## src/rtl/mcwg_ram.sv

```systemverilog
// Generic single-write, single-read RAM with registered read data.
module mcwg_ram #(
    parameter int WIDTH = 8,
    parameter int DEPTH = 64
) (
    input  logic                     clk,
    input  logic                     we,
    input  logic [$clog2(DEPTH)-1:0] waddr,
    input  logic [WIDTH-1:0]         wdata,
    input  logic                     re,
    input  logic [$clog2(DEPTH)-1:0] raddr,
    output logic [WIDTH-1:0]         rdata
);
    logic [WIDTH-1:0] mem [DEPTH];

    // Write port
    always_ff @(posedge clk)
    begin
        if (we)
        begin
            mem[waddr] <= wdata;
        end
    end

    // Read port, data held until the next read
    always_ff @(posedge clk)
    begin
        if (re)
        begin
            rdata <= mem[raddr];
        end
    end
endmodule

```

## config.mk

```make
export PLATFORM = sky130hd
export DESIGN_NAME = mcwg_ram
export DESIGN_NICKNAME = d
export VERILOG_FILES = /design/src/rtl/mcwg_ram.sv
export SDC_FILE = /design/constraint.sdc
export NUM_CORES = 1
export LEC_CHECK = 0
export ABC_AREA = 1
export ABC_CLOCK_PERIOD_IN_PS = 3400
export CAP_MARGIN = 25
export CORE_MARGIN = 10
export CORE_UTILIZATION = 30
export DETAILED_ROUTE_END_ITERATION = 10
export DONT_BUFFER_PORTS = 1
export HOLD_SLACK_MARGIN = 0.06
export PLACE_DENSITY = 0.46
export SLEW_MARGIN = 5
export SYNTH_ARGS = -nofsm -noshare
export SYNTH_HDL_FRONTEND = slang
export SYNTH_SLANG_ARGS = --single-unit
```

## constraint.sdc

```tcl
create_clock -name clk -period 3.4 [get_ports clk]
set_clock_uncertainty 0.2 [all_clocks]
set_input_delay 1.02 -clock clk [delete_from_list [all_inputs] [get_ports clk]]
set_output_delay 1.02 -clock clk [all_outputs]
set_load 0.02 [all_outputs]
```

* Yosys cells after proc, flatten, opt, wreduce, memory -nomap -nowiden *
Memory sizes are Yosys's and may differ from the RTL's. A register that Yosys moved wholly into a read port is not among the register bits.
Index checks and enable logic that the tools add are counted.
W data, S select, Z words.

storage, ports and cells
  input port bits = 23
  memory bits (writable) = 512
  register bits = 0
  memories = 1
  output and inout bits = 8

cells by class
  muxes and demuxes = 2

memories
  name  depth  bits a word  read ports  clocked after Yosys merged registers in  write ports  line  RTL
  mem   64     8            1           1                                        1            14    logic [WIDTH-1:0] mem [DEPTH];

operators with widths
  cell     number
  $mux W1  2

* Depth between registers and ports, before layout *
Gate-level depths: netlist of run 1.

  depth in word-level cells = 2
  mapped depth = 12

* Worst setup path after synthesis of run 1 *
No wires, ideal clock.

  path type = input to register
  start = input port we
  end = memory mem[48][0], enable pin
  setup slack = 414 ps
  cell stages on the path = 3
  arrival time = 2391 ps
  path through = clkbuf_1 > nand4_1 > nor4_1

on the way
  word-level cells in the longest chain between the ends = 2

RTL lines
  item                           line  RTL
  start, declared                7     input logic we,
  $mux W1                        19    if (we)
  $mux W1 (not written as such)  21    mem[waddr] <= wdata;
  end, declared                  14

No other way between the ends.

==> metrics.csv, run 1 <==
metric,value,unit
run_status,"finished, final reports clean",
cts-buffers-inserted,55,
r2r-end,rdata[1],
startpoint_type,input port,
synth-edff-count,520,
ant_nets,0,
die_h,287,um
slowest_delay,0.37,ns
r2r_cells,8,
crit_type,input port to register,
pwr_density_cell,552,nW/um^2
cts_resized,0,
drcViolationCount,0,
finalPower,13.4,mW
core_area,70400,um^2
fin_crit,2.59,ns
nets,1866,
ys_warn_count,0,
gp_congestion,0.790,
final_hold_viol_count,0,
drv_slew,0,
finalCritPeriodShare,76.1,%
path_clk_slew,0.06,ns
drt-initial-drc-count,1382,
vias,13700,
antenna_found_initial,0,
hold_depth,0,
grt_use_met3,3.79,%
n_antenna_cell,0,
yosys.area.top_type,edfxtp_1,
port_buffers,0,
rows,97,
crit_arrival,2.86,ns
tns,0,ns
met1_usage,20.2,%
yosysMostFrequentCell,nand2_1,
async_reset_ff_share,0,%
setup_viol,0,
busiest_layer,met2,
synth_cell_type_count,15,
reg2reg_slack,1.56,ns
worst_pin_slew,0.813,ns
r2r-start,mem[3][1],
syn-cell-area,21400,um^2
cap_violations,0,
ios,31,
root_buffer,clkbuf_16,
drt-total-wl,60300,um
wire_per_inst,21.3,um
p_leak,8.64,nW
slowest_stage,inv_8,
cts_buffer_depth,3,
hp-class,input port to register,
grt_pass1_vias,13400,
crit_required,3.67,ns
cp-end-kind,register,
drive_above_1_share,9.42,%
grt.overflow.total,0,
synth_commonest_cells,"648 x nand2_1, 520 x edfxtp_1, 439 x nand3_1",
ir_drop,0.000358,V
grt_pass1_wl,88900,um
initial_core_util,30.4,%
firstDrtPassIters,5,
maxSlewHeadroom,45.8,%
yosysSeqAreaShare,72.9,%
synth-seq-cells,520,
synthTopCellsByArea,"edfxtp_1 73%, nand2_1 11%, nand3_1 10%",
synthFlopType,edfxtp_1,
htreeDepth,2,
rsz0062_at_grt,false,
hold_buffers,0,
path_cells,inv_8 > buf_4 > nand2_1 > nand3_1 > nand3_1 > nand2_1 > nand2_1 > nand3_1 > nand3_1 > nand2_1,
die-width,287,um
synth_fp_nets,1828,
grtUsageTotal,14.4,%
area_delta_synth_final,13.4,%
path_max_fanout,257,
cts_tree,yes,
cts_setup_buffers,0,
clk_latency,0.62,ns
synth_cells,1805,
dp_hpwl,33400,um
met2_usage,22.1,%
clock-sinks,520,
hold_ws,0.295,ns
synthDominantCellAreaShare,72.9,%
syn_area_per_cell,11.9,um^2
hp-start,wdata[0],
holdPathEnd,mem[30][0],
grt_max_degree,258,
fmax,386,MHz
die_area,82500,um^2
via_per_inst,4.84,
[sequential cells by signal, indices dropped and copies added (netlist names)]
register	count
mem	512
rdata	8
[layout make-up]
class	instances	area, um^2
Multi-Input combinational cell	1160	4950
Clock inverter	34	226
Inverter	12	55.1
Fill cell	7073	46100
Timing Repair Buffer	94	826
Clock buffer	70	1450
Sequential cell	520	15600
Tap cell	940	1180
[metal layers]
metal,share of wire [%],vias up
met5,0,-
met4,1.5,0
met3,7.1,69
met2,45,361
met1,47,6826
li1,-,6440
[cell families (layout without fill, tap and decap cells)]
kind of cell	count (synthesis)	after routing	synth area share [%]
DFF	520	520	72.9
buffers and inverters	125	210	4.01
and+or+nand+nor	1160	1160	23.1
[metrics by stage]
stage	cell area, um^2	setup WS (ns)	util, %	cells
floorplan	21400	0.414	-	1805
global placement	22600	0.238	32.1	2725
detailed placement	22600	0.389	32.1	2726
CTS	24300	0.912	34.5	2830
global route	24300	0.892	34.5	2830
finish	24300	0.813	34.5	2830
[worst max-delay path, delay by kind of cell]
kind / cells / cell delay, ns
simple gates: 8 / 1.03
buf+inv: 2 / 0.65
[worst max path at each step]
stage               startpoint    endpoint  slack (ns)  depth (start not counted)
global route          raddr[0]    rdata[1]        0.89                         10
CTS                   rdata[6]    rdata[6]        0.91                          0
floorplan                   we  mem[48][0]        0.41                          3
finish                raddr[0]    rdata[1]        0.81                         10
global placement      raddr[3]    rdata[1]        0.24                          5
detailed placement    raddr[0]    rdata[1]        0.39                         10
[where the power goes]
part,switching (mW),internal (mW),leakage [nW],total [mW]
registers,0.0399,7.11,4.69,7.15
logic,0.390,0.190,3.11,0.580
clock network,2.51,3.17,0.839,5.69
total,2.94,10.5,8.64,13.4
[placed cells by master (no fill, tap or decap), drive strengths merged]
| master | n |
|---|---|
| buf | 94 |
| bufinv | 2 |
| clkbuf | 70 |
| clkinv | 30 |
| clkinvlp | 1 |
| edfxtp | 520 |
| inv | 13 |
| nand2 | 648 |
| nand3 | 439 |
| nand4 | 9 |
| nor2 | 56 |
| nor4 | 8 |
Note: power is estimated with default switching activity, not from simulation.
==> run 2, diff against run 1 <==
--- a/config.mk
+++ b/config.mk
@@ -6,14 +6,14 @@
 export NUM_CORES = 1
 export LEC_CHECK = 0
 export ABC_AREA = 1
-export ABC_CLOCK_PERIOD_IN_PS = 3400
+export ABC_CLOCK_PERIOD_IN_PS = 2250
 export CAP_MARGIN = 25
 export CORE_MARGIN = 10
 export CORE_UTILIZATION = 30
 export DETAILED_ROUTE_END_ITERATION = 10
 export DONT_BUFFER_PORTS = 1
 export HOLD_SLACK_MARGIN = 0.06
-export PLACE_DENSITY = 0.46
+export PLACE_DENSITY = 0.47
 export SLEW_MARGIN = 5
 export SYNTH_ARGS = -nofsm -noshare
 export SYNTH_HDL_FRONTEND = slang
==> constraint.sdc (replaced) <==
create_clock -name clk -period 2.25 [get_ports clk]
set_clock_uncertainty 0.2 [all_clocks]
set_input_delay 0.675 -clock clk [delete_from_list [all_inputs] [get_ports clk]]
set_output_delay 0.675 -clock clk [all_outputs]
set_load 0.02 [all_outputs]
==> run 2 against run 1 <==
  * Total power is 50% higher
  * Non-clock buffer count grew 42
  * Design area up 2.0%
  * Critical endpoint is now rdata[5]
  * First-iteration DRC count fell by 18%
  * Cell count rose by 1.2%
  * Hold slack got worse by 0.19 ns
  * Register-to-register slack got worse by 1.1 ns
==> metrics.csv, run 2 (synthesized netlist as in run 1, its figures left out) <==
metric,value,unit,change
rows,97,,unchanged
setup_viol,0,,unchanged
dp_hpwl,32800,um,-1.9%
routed.top_layer,met5,,
crit_required,2.52,ns,-1.15 ns
ant_nets,0,,unchanged
antenna_found_initial,3,,+3
htreeDepth,2,,unchanged
cts_resized,0,,unchanged
fin_crit,2.22,ns,
mostFrequentLayoutCells,"648 x nand2_1, 520 x edfxtp_1, 439 x nand3_1",,
grt_pass1_wl,86700,um,-2.4%
wl_met3,3040,um,-29%
pwr_density_cell,811,nW/um^2,+47%
grt_max_degree,258,,unchanged
crit_type,input port to register,,
clk_latency,0.62,ns,about the same
cts_tree,yes,,
cts-buffers-inserted,53,,-3.6%
hold_buffers,9,,+9
grt.overflow.total,0,,unchanged
cap_violations,0,,unchanged
path_max_fanout,257,,unchanged
rsz0062_at_grt,false,,
vias,13700,,+0.16%
path_clk_slew,0.06,ns,about the same
fmax,451,MHz,
n_antenna_cell,0,,unchanged
hp-class,input port to register,,
top_regs,"mem x512, rdata x8",,
largest_reg_flops,512,,unchanged
firstDrtPassIters,5,,unchanged
cp-end-kind,register,,
initial_core_util,30.4,%,unchanged
finalPower,20.1,mW,+50%
final_common_cell,nand2_1,,
area_delta_synth_final,15.8,%,
drt-initial-drc-count,1140,,-18%
drv_slew,0,,unchanged
die_h,287,um,unchanged
worst_pin_slew,0.529,ns,-0.284 ns
core_area,70400,um^2,unchanged
drive_above_1_share,10.9,%,+1.5 points
dp.cells,2759,,+1.2%
crit_arrival,2.49,ns,-0.37 ns
met2_length,26200,um,-2.5%
via_per_inst,4.79,,-0.99%
p_leak,8.85,nW,+2.5%
maxSlewHeadroom,64.6,%,+19 points
die_area,82500,um^2,unchanged
ios,31,,unchanged
clock-sinks,520,,unchanged
finalCritPeriodShare,98.6,%,
wire_per_inst,20.2,um,-5.2%
grtUsageTotal,13.8,%,-0.54 points
wl_met1,27200,um,-3.7%
die-width,287,um,unchanged
fin_cells,2863,,+1.2%
cts_setup_buffers,0,,unchanged
drt-total-wl,57800,um,-4.1%
grt_pass1_vias,13400,,-0.075%
gp_congestion,0.822,,+4.1%
root_buffer,clkbuf_16,,
nets,1906,,+2.1%
run_status,"finished, final reports clean",,
ir_drop,0.000556,V,+56%
final_hold_viol_count,0,,unchanged
tns,0,ns,unchanged
port_buffers,0,,unchanged
largest_register,mem,,
cts_buffer_depth,3,,unchanged
startpoint_type,input port,,
drcViolationCount,0,,unchanged
==> run 2: changes by cell type in the layout (fill, tap and decap cells not counted), moves of 6 or more <==
cell and change:
nor4_2 +6, buf_16 +7, clkinv_2 -14, nor4_1 -8
buf_4 +27, buf_12 +7, clkinv_1 +7
==> run 2: worst paths after layout <==
check | start | endpoint | slack (ns) | cells past startpoint
max | raddr[0] | rdata[5] | 0.03 | 11
max reg2reg | mem[55][2] | rdata[2] | 0.49 | 8
min | raddr[5] | rdata[0] | 0.11 | 2
min reg2reg | mem[36][0] | rdata[0] | 0.70 | 8
==> run 2: area by class of cell <==
class	instances	area [um^2]
sequential	520	15600
tap	940	1180
clock inverter	25	156
multi-input combinational	1160	5010
fill	7004	45600
inverter	12	52.6
timing repair buffer	136	1370
clock buffer	70	1410
==> run 2: per-stage QoR <==
stage	utilization (%)	cell area [um^2]	hold slack (ns)	setup WS [ns]
floorplan	-	21500	0.574	-0.178
global placement	32.7	23000	0.581	-0.217
detailed placement	32.7	23000	0.582	-0.281
CTS	35.2	24800	0.0698	0.0907
global route	35.2	24800	0.112	0.0885
finish	35.2	24800	0.108	0.0326
==> run 2: routing by layer <==
metal / GRT usage (%) / vias up
met5: 0 / -
met2: 21.2 / 319
li1: - / 6519
met1: 19.7 / 6793
met3: 2.53 / 85
met4: 3.86 / 2
==> run 2: critical path, stage by stage <==
cell and delay [ns]:
inv_6 0.27, buf_12 0.25, buf_4 0.18, nand2_1 0.06, nand3_1 0.07, nand3_1 0.09
nand2_1 0.14, nand2_1 0.07, nand3_1 0.12, nand3_1 0.24, nand2_1 0.12
==> run 2: power breakdown <==
group	internal [mW]	total [mW]	switching (mW)
registers	10.7	10.8	0.0550
clock network	4.51	8.16	3.66
logic	0.374	1.14	0.769
total	15.6	20.1	4.48
==> run 3, diff against run 2 <==
--- a/config.mk
+++ b/config.mk
@@ -6,14 +6,14 @@
 export NUM_CORES = 1
 export LEC_CHECK = 0
 export ABC_AREA = 1
-export ABC_CLOCK_PERIOD_IN_PS = 2250
+export ABC_CLOCK_PERIOD_IN_PS = 2200
+export BUFFER_PORTS_ARGS = -buffer_cell sky130_fd_sc_hd__buf_4
 export CAP_MARGIN = 25
 export CORE_MARGIN = 10
 export CORE_UTILIZATION = 30
 export DETAILED_ROUTE_END_ITERATION = 10
-export DONT_BUFFER_PORTS = 1
 export HOLD_SLACK_MARGIN = 0.06
-export PLACE_DENSITY = 0.47
+export PLACE_DENSITY = 0.44
 export SLEW_MARGIN = 5
 export SYNTH_ARGS = -nofsm -noshare
 export SYNTH_HDL_FRONTEND = slang
==> constraint.sdc (replaced) <==
create_clock -name clk -period 2.2 [get_ports clk]
set_clock_uncertainty 0.2 [all_clocks]
set_input_delay 0.66 -clock clk [delete_from_list [all_inputs] [get_ports clk]]
set_output_delay 0.66 -clock clk [all_outputs]
set_load 0.02 [all_outputs]
==> run 3 against run 2 <==
  * Total power rose by 7.9%
  * Critical endpoint is now rdata[1]
  * Via count rose by 2.3%
  * Register-to-register slack barely moved
==> metrics.csv, run 3 (synthesized netlist as in run 1, its figures left out) <==
metric,value,unit,change
grt_max_degree,65,,-75%
worstSetupStartpoint,rdata[1],,
run_status,"finished, final reports clean",,
core_area,70400,um^2,unchanged
cp-end-kind,output port,,
reg2reg_slack,0.50,ns,about the same
drt-initial-drc-count,1161,,+1.8%
crit_arrival,1.32,ns,-1.17 ns
ios,31,,unchanged
grt_pass1_vias,14000,,+4.1%
r2r-end,rdata[0],,
path_max_fanout,1,,-99.6%
path_cells,buf_6,,
setup_viol,0,,unchanged
fin_crit,2.18,ns,
pwr_density_cell,838,nW/um^2,+3.3%
p_leak,9.39,nW,+6.1%
cts-buffers-inserted,56,,+5.7%
rsz0062_at_grt,true,,
crit_required,1.34,ns,-1.18 ns
startpoint_type,register,,
ir_drop,0.000555,V,-0.15%
firstDrtPassIters,4,,-1
n_antenna_cell,0,,unchanged
dp_hpwl,40200,um,+23%
largest_register,mem,,
slowest_delay,0.50,ns,+0.23 ns
die-width,287,um,unchanged
nets,1991,,+4.5%
wire_per_inst,21.4,um,+5.9%
r2r_cells,8,,unchanged
critical_path_depth,1,,-10
top_regs,"mem x512, rdata x8",,
hold_ws,0.158,ns,+0.0502 ns
cts_tree,yes,,
worst_pin_slew,0.864,ns,+0.335 ns
via_per_inst,4.76,,-0.68%
crit_end,rdata[1],,
fmax,458,MHz,
cts_buffer_depth,3,,unchanged
crit_family,flip-flops,,
vias,14000,,+2.3%
slowest_stage,edfxtp_1,,
ant_nets,0,,unchanged
cap_violations,0,,unchanged
antenna_found_initial,1,,-2
drv_slew,0,,unchanged
final_hold_viol_count,0,,unchanged
initial_core_util,30.4,%,unchanged
port_buffers,30,,+30
grt.overflow.total,0,,unchanged
finalCritPeriodShare,99.3,%,
maxSlewHeadroom,42.4,%,-22 points
area_delta_synth_final,20.8,%,
htreeDepth,2,,unchanged
tns,0,ns,unchanged
clock-sinks,520,,unchanged
hold_buffers,0,,-9
clk_latency,0.63,ns,about the same
mostFrequentLayoutCells,"648 x nand2_1, 520 x edfxtp_1, 439 x nand3_1",,
hp-class,input port to register,,
r2r-start,mem[45][0],,
drt-total-wl,63100,um,+9.0%
path_clk_slew,0.06,ns,about the same
die_h,287,um,unchanged
root_buffer,clkbuf_16,,
largest_reg_flops,512,,unchanged
drcViolationCount,0,,unchanged
rows,97,,unchanged
drive_above_1_share,15.7,%,+4.9 points
grtUsageTotal,15.1,%,+1.3 points
gp_congestion,0.812,,-1.3%
die_area,82500,um^2,unchanged
grt_pass1_wl,93700,um,+8.0%
crit_type,register to output port,,
path_buf_inv,1,,-2
final_common_cell,nand2_1,,
run 3: per-layer routing:
layer	routed length [um]	global-route usage, %	vias up	share of wire (%)
li1	-	-	6698	-
met1	29400	21.1	6934	47
met2	29000	23.9	308	46
met3	3330	2.89	87	5.3
met4	1340	3.89	2	2.1
met5	13	0	-	0.021
run 3: metrics by stage:
stage,total power [mW],instance area [um^2],std cells,setup slack (ns),utilization [%]
6_report,21.7,25900,2948,0.0155,36.8
5_1_grt,22.5,25900,2948,-0.0260,36.8
4_1_cts,22.0,25900,2948,-0.00453,36.8
3_5_place_dp,12.8,24100,2850,-0.400,34.3
3_3_place_gp,12.8,24100,2850,-0.379,34.3
2_1_floorplan,12.0,21600,1805,-0.213,-
run 3: timing repair:
| item | CTS | global route |
|---|---|---|
| gates resized for setup | 3 | 1 |
| endpoints found under the hold margin | 0 | 0 |
| pin swaps | 0 | 0 |
| setup endpoints to repair | 3 | 2 |
| buffers inserted | 0 | 0 |
run 3: how the worst min path moves through the flow:
stage / startpoint / endpoint / slack (ns) / depth (start not counted)
after CTS: re / rdata[2] / 0.10 / 1
after global placement: mem[0][6] / rdata[6] / 0.70 / 8
after floorplan: wdata[0] / mem[0][0] / 0.56 / 0
final: re / rdata[2] / 0.16 / 1
after detailed placement: mem[0][6] / rdata[6] / 0.69 / 8
after global routing: re / rdata[2] / 0.12 / 1
run 3: final cells by class:
| class | count | area [um^2] |
|---|---|---|
| fill | 6927 | 44500 |
| sequential | 520 | 15600 |
| multi-input combinational | 1160 | 5070 |
| timing repair buffer | 218 | 2230 |
| clock buffer | 72 | 1460 |
| tap | 940 | 1180 |
| clock inverter | 26 | 269 |
| inverter | 12 | 63.8 |
run 3: report_power, final:
| part | leakage, nW | internal [mW] | switching [mW] | total (mW) |
|---|---|---|---|---|
| logic | 3.87 | 0.507 | 1.07 | 1.58 |
| clock network | 0.841 | 5.24 | 3.84 | 9.08 |
| registers | 4.69 | 11.0 | 0.0329 | 11.0 |
